$ cat src/design/lkvc_pkg.sv
// shared constants and types for the lru key-value cache
package lkvc_pkg;

  // store geometry and field widths
  localparam int ENTRIES = 16;
  localparam int KEY_W   = 16;
  localparam int DATA_W  = 32;
  localparam int CAP_W   = 5;
  localparam int RANK_W  = (ENTRIES > 1) ? $clog2(ENTRIES) : 1;
  localparam int CNT_W   = $clog2(ENTRIES + 1);

  // capacity after reset
  localparam logic [CAP_W-1:0] CAP_RESET = CAP_W'(16);

  // action codes
  localparam logic ACT_GET = 1'b0;
  localparam logic ACT_PUT = 1'b1;

  // request held in the input register
  typedef struct packed {
    logic              valid;
    logic              action;
    logic [KEY_W-1:0]  key;
    logic [DATA_W-1:0] value;
  } lkvc_req_t;

  // outcome of the associative lookup
  typedef struct packed {
    logic               hit;
    logic [ENTRIES-1:0] match;
    logic [RANK_W-1:0]  rank;
    logic [DATA_W-1:0]  data;
  } lkvc_hit_t;

endpackage

$ cat src/design/lru_key_value_cache.sv
// top level of the lru key-value cache: request, result and capacity registers
// Fully associative 16-entry key-value cache with least-recently-used
// replacement. An item is taken on every clock edge with start high (busy
// is always low), so the block runs at one item per cycle; the result of a
// get appears on out_hit/out_data with out_valid high for one cycle: the
// item is held in the request register while the key compare and rank
// update settle into the result register. Puts give no result. Results
// cannot be held off. A get that misses returns out_hit low and out_data
// zero. capacity (cfg_data, reset 16, values above 16 act as 16) is
// written through cfg_valid/cfg_ready, with cfg_ready always high, and
// should be changed only while no item is in flight.
module lru_key_value_cache import lkvc_pkg::*; (
  input  logic              clk,
  input  logic              rst_n,
  input  logic              start,
  output logic              busy,
  input  logic              in_action,
  input  logic [KEY_W-1:0]  in_key,
  input  logic [DATA_W-1:0] in_value,
  output logic              out_valid,
  output logic              out_hit,
  output logic [DATA_W-1:0] out_data,
  input  logic              cfg_valid,
  output logic              cfg_ready,
  input  logic [CAP_W-1:0]  cfg_data
);

  lkvc_req_t         req_r;
  logic [CAP_W-1:0]  capacity_r;
  logic [CNT_W-1:0]  cap_eff;
  lkvc_hit_t         lk;
  logic              out_valid_r;
  logic              out_valid_nxt;
  logic              out_hit_r;
  logic [DATA_W-1:0] out_data_r;

  // always ready for the next item and for a capacity write
  assign busy      = 1'b0;
  assign cfg_ready = 1'b1;

  // capacity register
  always_ff @(posedge clk) begin
    if (!rst_n) begin
      capacity_r <= CAP_RESET;
    end else if (cfg_valid && cfg_ready) begin
      capacity_r <= cfg_data;
    end
  end

  // capacity saturates at the number of entries
  always_comb begin
    if (int'(capacity_r) > ENTRIES) begin
      cap_eff = CNT_W'(ENTRIES);
    end else begin
      cap_eff = CNT_W'(capacity_r);
    end
  end

  // request register
  always_ff @(posedge clk) begin
    if (!rst_n) begin
      req_r.valid <= 1'b0;
    end else begin
      req_r.valid <= start && !busy;
    end
    req_r.action <= in_action;
    req_r.key    <= in_key;
    req_r.value  <= in_value;
  end

  // storage and update
  lkvc_store u_store (
    .clk     (clk),
    .rst_n   (rst_n),
    .req     (req_r),
    .cap_eff (cap_eff),
    .lk      (lk)
  );

  // result register, one strobe per get
  assign out_valid_nxt = req_r.valid && (req_r.action == ACT_GET);

  always_ff @(posedge clk) begin
    if (!rst_n) begin
      out_valid_r <= 1'b0;
    end else begin
      out_valid_r <= out_valid_nxt;
    end
    out_hit_r  <= lk.hit;
    out_data_r <= lk.hit ? lk.data : '0;
  end

  assign out_valid = out_valid_r;
  assign out_hit   = out_hit_r;
  assign out_data  = out_data_r;

endmodule

$ cat src/design/lkvc_lookup.sv
// parallel key compare over all entries with one-hot read of rank and data
module lkvc_lookup import lkvc_pkg::*; (
  input  logic [KEY_W-1:0]   key,
  input  logic [ENTRIES-1:0] valid,
  input  logic [KEY_W-1:0]   keys  [ENTRIES],
  input  logic [RANK_W-1:0]  ranks [ENTRIES],
  input  logic [DATA_W-1:0]  datas [ENTRIES],
  output lkvc_hit_t          res
);

  // compare every entry, or together the fields of the matching one
  always_comb begin
    res = '0;
    for (int i = 0; i < ENTRIES; i++) begin
      if (valid[i] && (keys[i] == key)) begin
        res.match[i] = 1'b1;
        res.rank     = res.rank | ranks[i];
        res.data     = res.data | datas[i];
      end
    end
    res.hit = |res.match;
  end

endmodule

$ cat src/design/lkvc_store.sv
// entry storage, recency ranks and the get/put update
module lkvc_store import lkvc_pkg::*; (
  input  logic             clk,
  input  logic             rst_n,
  input  lkvc_req_t        req,
  input  logic [CNT_W-1:0] cap_eff,
  output lkvc_hit_t        lk
);

  logic [ENTRIES-1:0] valid_r;
  logic [ENTRIES-1:0] valid_nxt;
  logic [KEY_W-1:0]   key_r  [ENTRIES];
  logic [DATA_W-1:0]  data_r [ENTRIES];
  logic [RANK_W-1:0]  rank_r [ENTRIES];
  logic [RANK_W-1:0]  rank_nxt [ENTRIES];
  logic [CNT_W-1:0]   occ_r;
  logic [CNT_W-1:0]   occ_nxt;

  logic [ENTRIES-1:0] valid1;
  logic [ENTRIES-1:0] valid2;
  logic [ENTRIES-1:0] cand;
  logic [ENTRIES-1:0] victim;
  logic [ENTRIES-1:0] free_slot;
  logic [ENTRIES-1:0] wr_en;
  logic [RANK_W-1:0]  rank1 [ENTRIES];
  logic [RANK_W-1:0]  old_rank;
  logic [CNT_W-1:0]   occ1;
  logic               do_evict;
  logic               do_insert;

  // associative lookup of the request key
  lkvc_lookup u_lookup (
    .key   (req.key),
    .valid (valid_r),
    .keys  (key_r),
    .ranks (rank_r),
    .datas (data_r),
    .res   (lk)
  );

  // state after dropping a present key
  always_comb begin
    valid1 = valid_r & ~lk.match;
    occ1   = occ_r - CNT_W'(lk.hit);
    for (int i = 0; i < ENTRIES; i++) begin
      if (lk.hit && (rank_r[i] > lk.rank)) begin
        rank1[i] = rank_r[i] - RANK_W'(1);
      end else begin
        rank1[i] = rank_r[i];
      end
    end
  end

  // pick the least recent entry when full, then the lowest free slot
  always_comb begin
    old_rank = RANK_W'(occ1 - CNT_W'(1));
    do_evict = (occ1 >= cap_eff);
    for (int i = 0; i < ENTRIES; i++) begin
      cand[i] = valid1[i] && (rank1[i] == old_rank);
    end
    victim    = do_evict ? (cand & (~cand + ENTRIES'(1))) : '0;
    valid2    = valid1 & ~victim;
    free_slot = ~valid2 & (valid2 + ENTRIES'(1));
    do_insert = req.valid && (req.action == ACT_PUT) && (cap_eff != '0);
    wr_en     = do_insert ? free_slot : '0;
  end

  // next valid set, ranks and occupancy
  always_comb begin
    valid_nxt = valid_r;
    occ_nxt   = occ_r;
    rank_nxt  = rank_r;
    if (req.valid) begin
      if (req.action == ACT_GET) begin
        if (lk.hit) begin
          for (int i = 0; i < ENTRIES; i++) begin
            if (lk.match[i]) begin
              rank_nxt[i] = '0;
            end else if (valid_r[i] && (rank_r[i] < lk.rank)) begin
              rank_nxt[i] = rank_r[i] + RANK_W'(1);
            end
          end
        end
      end else if (cap_eff == '0) begin
        valid_nxt = valid1;
        occ_nxt   = occ1;
        rank_nxt  = rank1;
      end else begin
        valid_nxt = valid2 | free_slot;
        occ_nxt   = occ1 - CNT_W'(do_evict) + CNT_W'(1);
        for (int i = 0; i < ENTRIES; i++) begin
          rank_nxt[i] = free_slot[i] ? '0 : (rank1[i] + RANK_W'(1));
        end
      end
    end
  end

  // control state
  always_ff @(posedge clk) begin
    if (!rst_n) begin
      valid_r <= '0;
      occ_r   <= '0;
    end else begin
      valid_r <= valid_nxt;
      occ_r   <= occ_nxt;
    end
  end

  // entry payload and ranks
  always_ff @(posedge clk) begin
    rank_r <= rank_nxt;
    for (int i = 0; i < ENTRIES; i++) begin
      if (wr_en[i]) begin
        key_r[i]  <= req.key;
        data_r[i] <= req.value;
      end
    end
  end

`ifndef NO_ASSERTIONS
  // occupancy tracks the number of valid entries
  a_occ_count: assert property (@(posedge clk) disable iff (!rst_n)
    occ_r == CNT_W'($countones(valid_r)))
    else $error("occupancy out of step with valid entries");

  // a key is never held twice
  a_one_match: assert property (@(posedge clk) disable iff (!rst_n)
    $onehot0(lk.match))
    else $error("key matches more than one entry");

  // a get never changes which entries are held
  a_get_keeps: assert property (@(posedge clk) disable iff (!rst_n)
    req.valid && (req.action == ACT_GET) |=> $stable(valid_r) && $stable(occ_r))
    else $error("get changed the entry set");
`endif

endmodule

$ cat config.mk
export PLATFORM = sky130hd
export DESIGN_NAME = lru_key_value_cache
export DESIGN_NICKNAME = d
export VERILOG_FILES = /design/src/design/lkvc_pkg.sv /design/src/design/lru_key_value_cache.sv /design/src/design/lkvc_lookup.sv /design/src/design/lkvc_store.sv
export SDC_FILE = /design/constraint.sdc
export NUM_CORES = 1
export LEC_CHECK = 0
export CORE_AREA = 3 3 301 303
export DETAILED_ROUTE_END_ITERATION = 8
export DIE_AREA = 0 0 304 306
export DONT_BUFFER_PORTS = 1
export PLACE_DENSITY = 0.76
export SETUP_SLACK_MARGIN = 0.2
export SLEW_MARGIN = 20
export SYNTH_ARGS = -nofsm -noshare
export SYNTH_HDL_FRONTEND = slang
export SYNTH_SLANG_ARGS = --single-unit
$ cat constraint.sdc
create_clock -name clk -period 9.5 [get_ports clk]
set_clock_uncertainty 0.2 [all_clocks]
set_input_delay 0.475 -clock clk [delete_from_list [all_inputs] [get_ports clk]]
set_output_delay 0.475 -clock clk [all_outputs]
set_load 0.1 [all_outputs]
=== Yosys cells after proc, flatten, opt, wreduce, memory -nomap -nowiden ===
Cells that the tools add are included.

* Add/subtract/negate cells: 54
* Order comparisons: 34
* Equal/unequal tests: 32
* Multiplexer cells: 103
* Bitwise logic cells: 40
* Reduce and logical (&&, ||, !) cells: 104

{| class="wikitable"
|+ Operators by type and width
! operator !! count
|-
| $mux 36 || 15
|-
| $or 32x32->32 || 15
|-
| $eq 16x16->1 || 16
|-
| $mux 4 || 64
|-
| $mux 64 || 3
|-
| $add 4x1->4 const B || 32
|-
| $sub 4x1->4 const B || 17
|-
| $logic_and 1x1->1 || 67
|-
| $and 16x16->16 || 4
|-
| $eq 4x4->1 || 16
|-
| $gt 4x4->1 || 16
|-
| $lt 4x4->1 || 16
|-
| $not 16->16 || 4
|-
| $or 4x4->4 || 15
|-
| $mux 16 || 3
|-
| $reduce_and 3->1 || 16
|-
| $reduce_bool 3->1 || 16
|-
| $mux 37 || 1
|-
| $add 16x1->16 const B || 2
|-
| $or 16x16->16 || 1
|-
| $reduce_or 16->1 || 1
|-
| $mux 1 || 15
|-
| $mux 5 || 2
|-
| $sub 5x1->5 || 2
|-
| other kinds (8) || 8
|}

* Bits in registers: 942

=== Depth between registers and ports, before layout ===
* Depth after elaboration: 49
* Mapped depth: 30

=== Modules after synthesis ===
Synthesis repeated with hierarchy kept, for this count alone.

* Cell total of the unflattened synthesis: 3683
* Area total of the unflattened synthesis: 45861.5 µm²

{| class="wikitable"
|+ By module, submodules not included
! module !! times used !! cells an instance !! area each (µm²)
|-
| lkvc_store || 1 || 2159 || 34236.6
|-
| lkvc_lookup || 1 || 1378 || 9431.5
|-
| lru_key_value_cache || 1 || 146 || 2193.4
|}

=== Least setup slack after synthesis ===
OpenSTA, ideal clock, no wires.

* Path kind: reg-to-reg
* From: register, netlist name req_r[35]
* To: register u_store.data_r[384] (netlist bit) (enable)
* Library setup time: 0.573 ns
* Data arrival time: 9.648 ns
* Data required time: 8.727 ns
* Slack: -0.921 ns
* Cell stages (with the launch flop): 25
* Path buffers: 5
* Clock period less this slack: 10.421 ns
* Cells stage by stage: dfxtp_1 -> buf_6 -> buf_6 -> xnor2_1 -> nand4_1 -> nor4_1 -> and2_1 -> clkbuf_1 -> buf_1 -> a22o_1 -> a221oi_1 -> nand3_1 -> nor3_1 -> ha_1 -> o21a_1 -> o21ai_0 -> nand2b_1 -> and2_1 -> clkbuf_1 -> o21ai_1 -> mux2i_1 -> xnor2_1 -> nand4b_1 -> a21oi_1 -> nor4_1

* Longest elaborated chain between the ends: 47
* Elaborated cells between the ends (all ways): 114

{| class="wikitable"
|+ RTL lines
! element !! RTL line !! RTL
|-
| $eq 16x16->1 || lkvc_lookup.sv:15 || <nowiki>if (valid[i] && (keys[i] == key)) begin</nowiki>
|-
| $logic_and 1x1->1 || lkvc_lookup.sv:15 ||
|-
| $mux 37 || lkvc_lookup.sv:15 ||
|-
| $or 4x4->4 || lkvc_lookup.sv:17 || <nowiki>res.rank = res.rank | ranks[i];</nowiki>
|-
| $mux 36 || lkvc_lookup.sv:15 ||
|-
| $or 4x4->4 || lkvc_lookup.sv:17 ||
|-
| $mux 36 || lkvc_lookup.sv:15 ||
|-
| $or 4x4->4 || lkvc_lookup.sv:17 ||
|-
| (+32 left out) || -- ||
|-
| $and 16x16->16 || lkvc_store.sv:61 || <nowiki>victim = do_evict ? (cand & (~cand + ENTRIES'(1))) : '0;</nowiki>
|-
| $mux 16 || lkvc_store.sv:61 ||
|-
| $not 16->16 || lkvc_store.sv:62 || <nowiki>valid2 = valid1 & ~victim;</nowiki>
|-
| $and 16x16->16 (*) || lkvc_store.sv:62 ||
|-
| $add 16x1->16 / $not 16->16 (equally long branches) || lkvc_store.sv:63 || <nowiki>free_slot = ~valid2 & (valid2 + ENTRIES'(1));</nowiki>
|-
| $and 16x16->16 (*) || lkvc_store.sv:63 ||
|-
| $mux 16 (*) || lkvc_store.sv:65 || <nowiki>wr_en = do_insert ? free_slot : '0;</nowiki>
|-
| net u_store.wr_en[3] || lkvc_store.sv:24 || <nowiki>logic [ENTRIES-1:0] wr_en;</nowiki>
|-
| to (signal, indexed assignment) || lkvc_store.sv:115 || <nowiki>data_r[i] <= req.value;</nowiki>
|-
| to (decl) || lkvc_store.sv:13 || <nowiki>logic [DATA_W-1:0] data_r [ENTRIES];</nowiki>
|}

Mark *: on every way through the listed nets, which the timed path passes. The rest lies on a longest branch.
A chain may end at the register's enable or synchronous reset.

=== Worst setup path after layout ===
* From: register, netlist name req_r[36]
* To: register u_store.data_r[197] (netlist bit) (enable)

* Longest elaborated chain between the ends: 47
* Elaborated cells between the ends (all ways): 144

{| class="wikitable"
|+ RTL lines
! element !! RTL line
|-
| $eq 16x16->1 || lkvc_lookup.sv:15
|-
| $logic_and 1x1->1 || lkvc_lookup.sv:15
|-
| $mux 37 || lkvc_lookup.sv:15
|-
| $or 4x4->4 || lkvc_lookup.sv:17
|-
| $mux 36 || lkvc_lookup.sv:15
|-
| $or 4x4->4 || lkvc_lookup.sv:17
|-
| $mux 36 || lkvc_lookup.sv:15
|-
| $or 4x4->4 || lkvc_lookup.sv:17
|-
| (+32 left out) || --
|-
| $and 16x16->16 || lkvc_store.sv:61
|-
| $mux 16 || lkvc_store.sv:61
|-
| $not 16->16 || lkvc_store.sv:62
|-
| $and 16x16->16 (*) || lkvc_store.sv:62
|-
| $add 16x1->16 / $not 16->16 (equally long branches) || lkvc_store.sv:63
|-
| $and 16x16->16 (*) || lkvc_store.sv:63
|-
| $mux 16 (*) || lkvc_store.sv:65
|-
| net u_store.wr_en[9] || lkvc_store.sv:24
|}

Marks and branches as above.

==> key figures <==
Detailed routing
  • DRT Pass-1 Iters: 5
  • Initial DRC count: 3429
  • Post-detailed-route count of antenna-violating nets: 0
  • Vias: 28700
  • Final WL: 119000 um
  • Vias per cell: 6.30
  • DRC: 0
  • Wire per inst: 26.0 um

Power and ir drop
  • Power Density: 180 mW/mm2
  • Leakage: 0.0169 uW
  • Max IR drop VDD: 0.000192 V

Clock tree
  • Clk_lat worst skew: 0.66 ns
  • Worst-path clk slew: 0.06 ns
  • CTS tree: built
  • Clock tree buffer depth: 3
  • Setup Fix Bufs, Post-CTS: 0
  • Num CTS Buffers: 91
  • CTS sink count: 942
  • CTS root buf: clkbuf_16
  • Htree depth: 3

Hold path
  • Worst min-delay path class: input pin to register

Logic synthesis
  • Cell area after synthesis: 0.0432 mm2
  • Post-synthesis simple-gate area fraction: 0.0922
  • Ys async rst share: 0
  • Yosys reg bits: 942
  • Synth Area in Adders: 0.0365
  • Post-Synth XOR/XNOR Area: 0.0881
  • Ys flop type: edfxtp_1
  • Synth Warn #: 0
  • Sequential share of the synthesized area: 0.630
  • Largest family of logic cells by synthesized area: compound AO/OA/AOI/OAI gates
  • Synth Area in Compound Gates: 0.116
  • Syn Area/Cell: 13.3 um2
  • Mux share of post-synthesis cell area: 0.00710
  • Mapped Nets: 3438
  • Yosys cell types: 92
  • Number of flops mapped to enable cells by yosys: 832
  • Gate Count Post-Synth: 3254

Setup path
  • WP data required: 9.66 ns
  • Worst Path Max Fanout: 35
  • CP Capture Type: register
  • Crit path kind: register to register
  • CP startpoint kind: register
  • Worst EP arrival: 8.92 ns

Run
  • Max cap viols: 0

STA
  • Fmax: 114 MHz
  • Least-Margin Pin Slew: 1.02 ns
  • Fin crit period: 8.76 ns
  • RSZ-0062 raised after global routing: no
  • Period utilization: 0.922
  • Setup TNS Final: 0 ns
  • Setup WS post-layout: 0.739 ns
  • Slew Viols, Final: 0
  • Final setup viols: 0
  • Relative slew margins: 0.320
  • Final-report hold violation count: 0

Place
  • PortBufs: 0
  • DP Worst Slack: 0.823 ns
  • DP Wirelength: 70100 um
  • Global placement routability congestion: 0.982

Cells and area
  • Nets@finish: 3503
  • Most frequent cells in the layout: 832 x edfxtp_1, 278 x a22oi_1, 269 x xnor2_1
  • Layout cells sized above 1: 0.0972
  • Commonest non-fill, non-tap cell in the layout: edfxtp_1
  • Fill count: 6844
  • Layout area overhead: 12.5%
  • Layout Utilization: 0.550

Global routing
  • Vias in the first global route: 27900
  • Initial antenna violation count: 6
  • Pin count of the biggest net entering global routing: 72
  • Total track usage: 0.249
  • First-pass GRT wire length: 177000 um
  • Grt ovf: 0

Floorplanning
  • Starting density of the core: 0.489
  • Die Ht: 306 um
  • Core Region: 0.0882 mm2
  • Die area: 0.0930 mm2
  • Die Wd: 304 um
  • Num rows: 109
  • IO Count: 94

Status
  • Status: completed
## registers in the layout, summed over array words and instances (netlist names)
register and cells:
capacity_r 5, out_data 32, out_hit 1, out_valid 1, req_r 50, u_store.data_r 512, u_store.key_r 256, u_store.occ_r 5
u_store.rank_r 64, u_store.valid_r 16
## cell usage after synthesis (49+ instances only)
| master | n | area (um2) |
|---|---|---|
| inv_1 | 75 | 282 |
| xor2_1 | 139 | 1220 |
| a21oi_1 | 92 | 460 |
| a22oi_1 | 278 | 2090 |
| o21ai_0 | 85 | 425 |
| ha_1 | 126 | 1580 |
| nand3_1 | 70 | 350 |
| dfxtp_1 | 110 | 2200 |
| nand2_1 | 264 | 991 |
| nand4_1 | 59 | 369 |
| clkbuf_1 | 121 | 454 |
| xnor2_1 | 269 | 2360 |
| nor2_1 | 78 | 293 |
| nor3_1 | 49 | 245 |
| edfxtp_1 | 832 | 25000 |
## worst paths after layout
path | start | cells past startpoint | end | slack [ns]
max | req_r[36] | 27 | u_store.data_r[197] | 0.74
min | in_value[8] | 1 | req_r[8] | 0.16
max reg2reg | req_r[36] | 27 | u_store.data_r[197] | 0.74
min reg2reg | u_store.occ_r[3] | 2 | u_store.occ_r[3] | 0.30
## layer usage
metal	track usage	wire (um)
met3	0.0514	12700
met1	0.336	46100
met2	0.389	54200
met5	0	7
met4	0.118	5510
## layout make-up
cell class	count	area, um2	area share
Antenna cell	3	7.51	0.000155
Clock inverter	50	626	0.0129
Clock buffer	118	2520	0.0519
Inverter	78	293	0.00603
Timing Repair Buffer	159	1560	0.0321
Multi-Input combinational cell	2047	14900	0.306
Tap cell	1165	1460	0.0300
Sequential cell	942	27200	0.560
## report_power, final
| group | switching [uW] | internal [uW] | leakage [uW] |
|---|---|---|---|
| registers | 69.7 | 4530 | 0.00840 |
| clock network | 1570 | 2190 | 0.00155 |
| logic | 216 | 149 | 0.00690 |
| total | 1860 | 6870 | 0.0169 |
## critical path: stages, from the launching register on
cell and delay (ns):
dfxtp_1 0.39, buf_4 0.42, xnor2_1 0.18, nand4_1 0.21
nor4_1 0.71, and2_2 0.27, buf_4 0.52, inv_1 0.24
o21ai_0 0.27, a221oi_1 0.08, nand3_1 0.09, nor2_1 0.15
buf_4 0.25, ha_1 0.31, nor2b_1 0.14, o21a_1 0.16
o21ai_0 0.16, nand2b_1 0.09, and2_1 0.21, o21ai_1 0.21
mux2i_1 0.45, xnor2_1 0.18, nand4b_1 0.38, and3_1 0.47
a211oi_1 0.32, or3b_1 0.55, nor2_4 0.54, buf_4 0.30
## per-stage QoR
step / cells / power, uW / instance area (um2) / hold slack, ns
after floorplan: 3254 / 4930 / 43200 / 0.267
after global placement: 4330 / 5010 / 44700 / 0.283
after detailed placement: 4330 / 5020 / 44700 / 0.291
after CTS: 4559 / 8770 / 48500 / 0.126
after global routing: 4560 / 8970 / 48500 / 0.135
final: 4562 / 8730 / 48500 / 0.156
## cells by family after synthesis
group	after synthesis
multiplexers	30
AND/OR/NAND/NOR	772
buffers and inverters	265
flip-flops	942
other	2
XOR/XNOR	418
adder cells (fa/ha/maj)	126
AO/OA/AOI/OAI	699
## repair_timing
item,4_1_cts,5_1_grt
setup endpoints to repair,0,14
resized for setup,0,2
endpoints found under the hold margin,77,0
hold buffers,61,0
(Power assumes the default switching activity.)
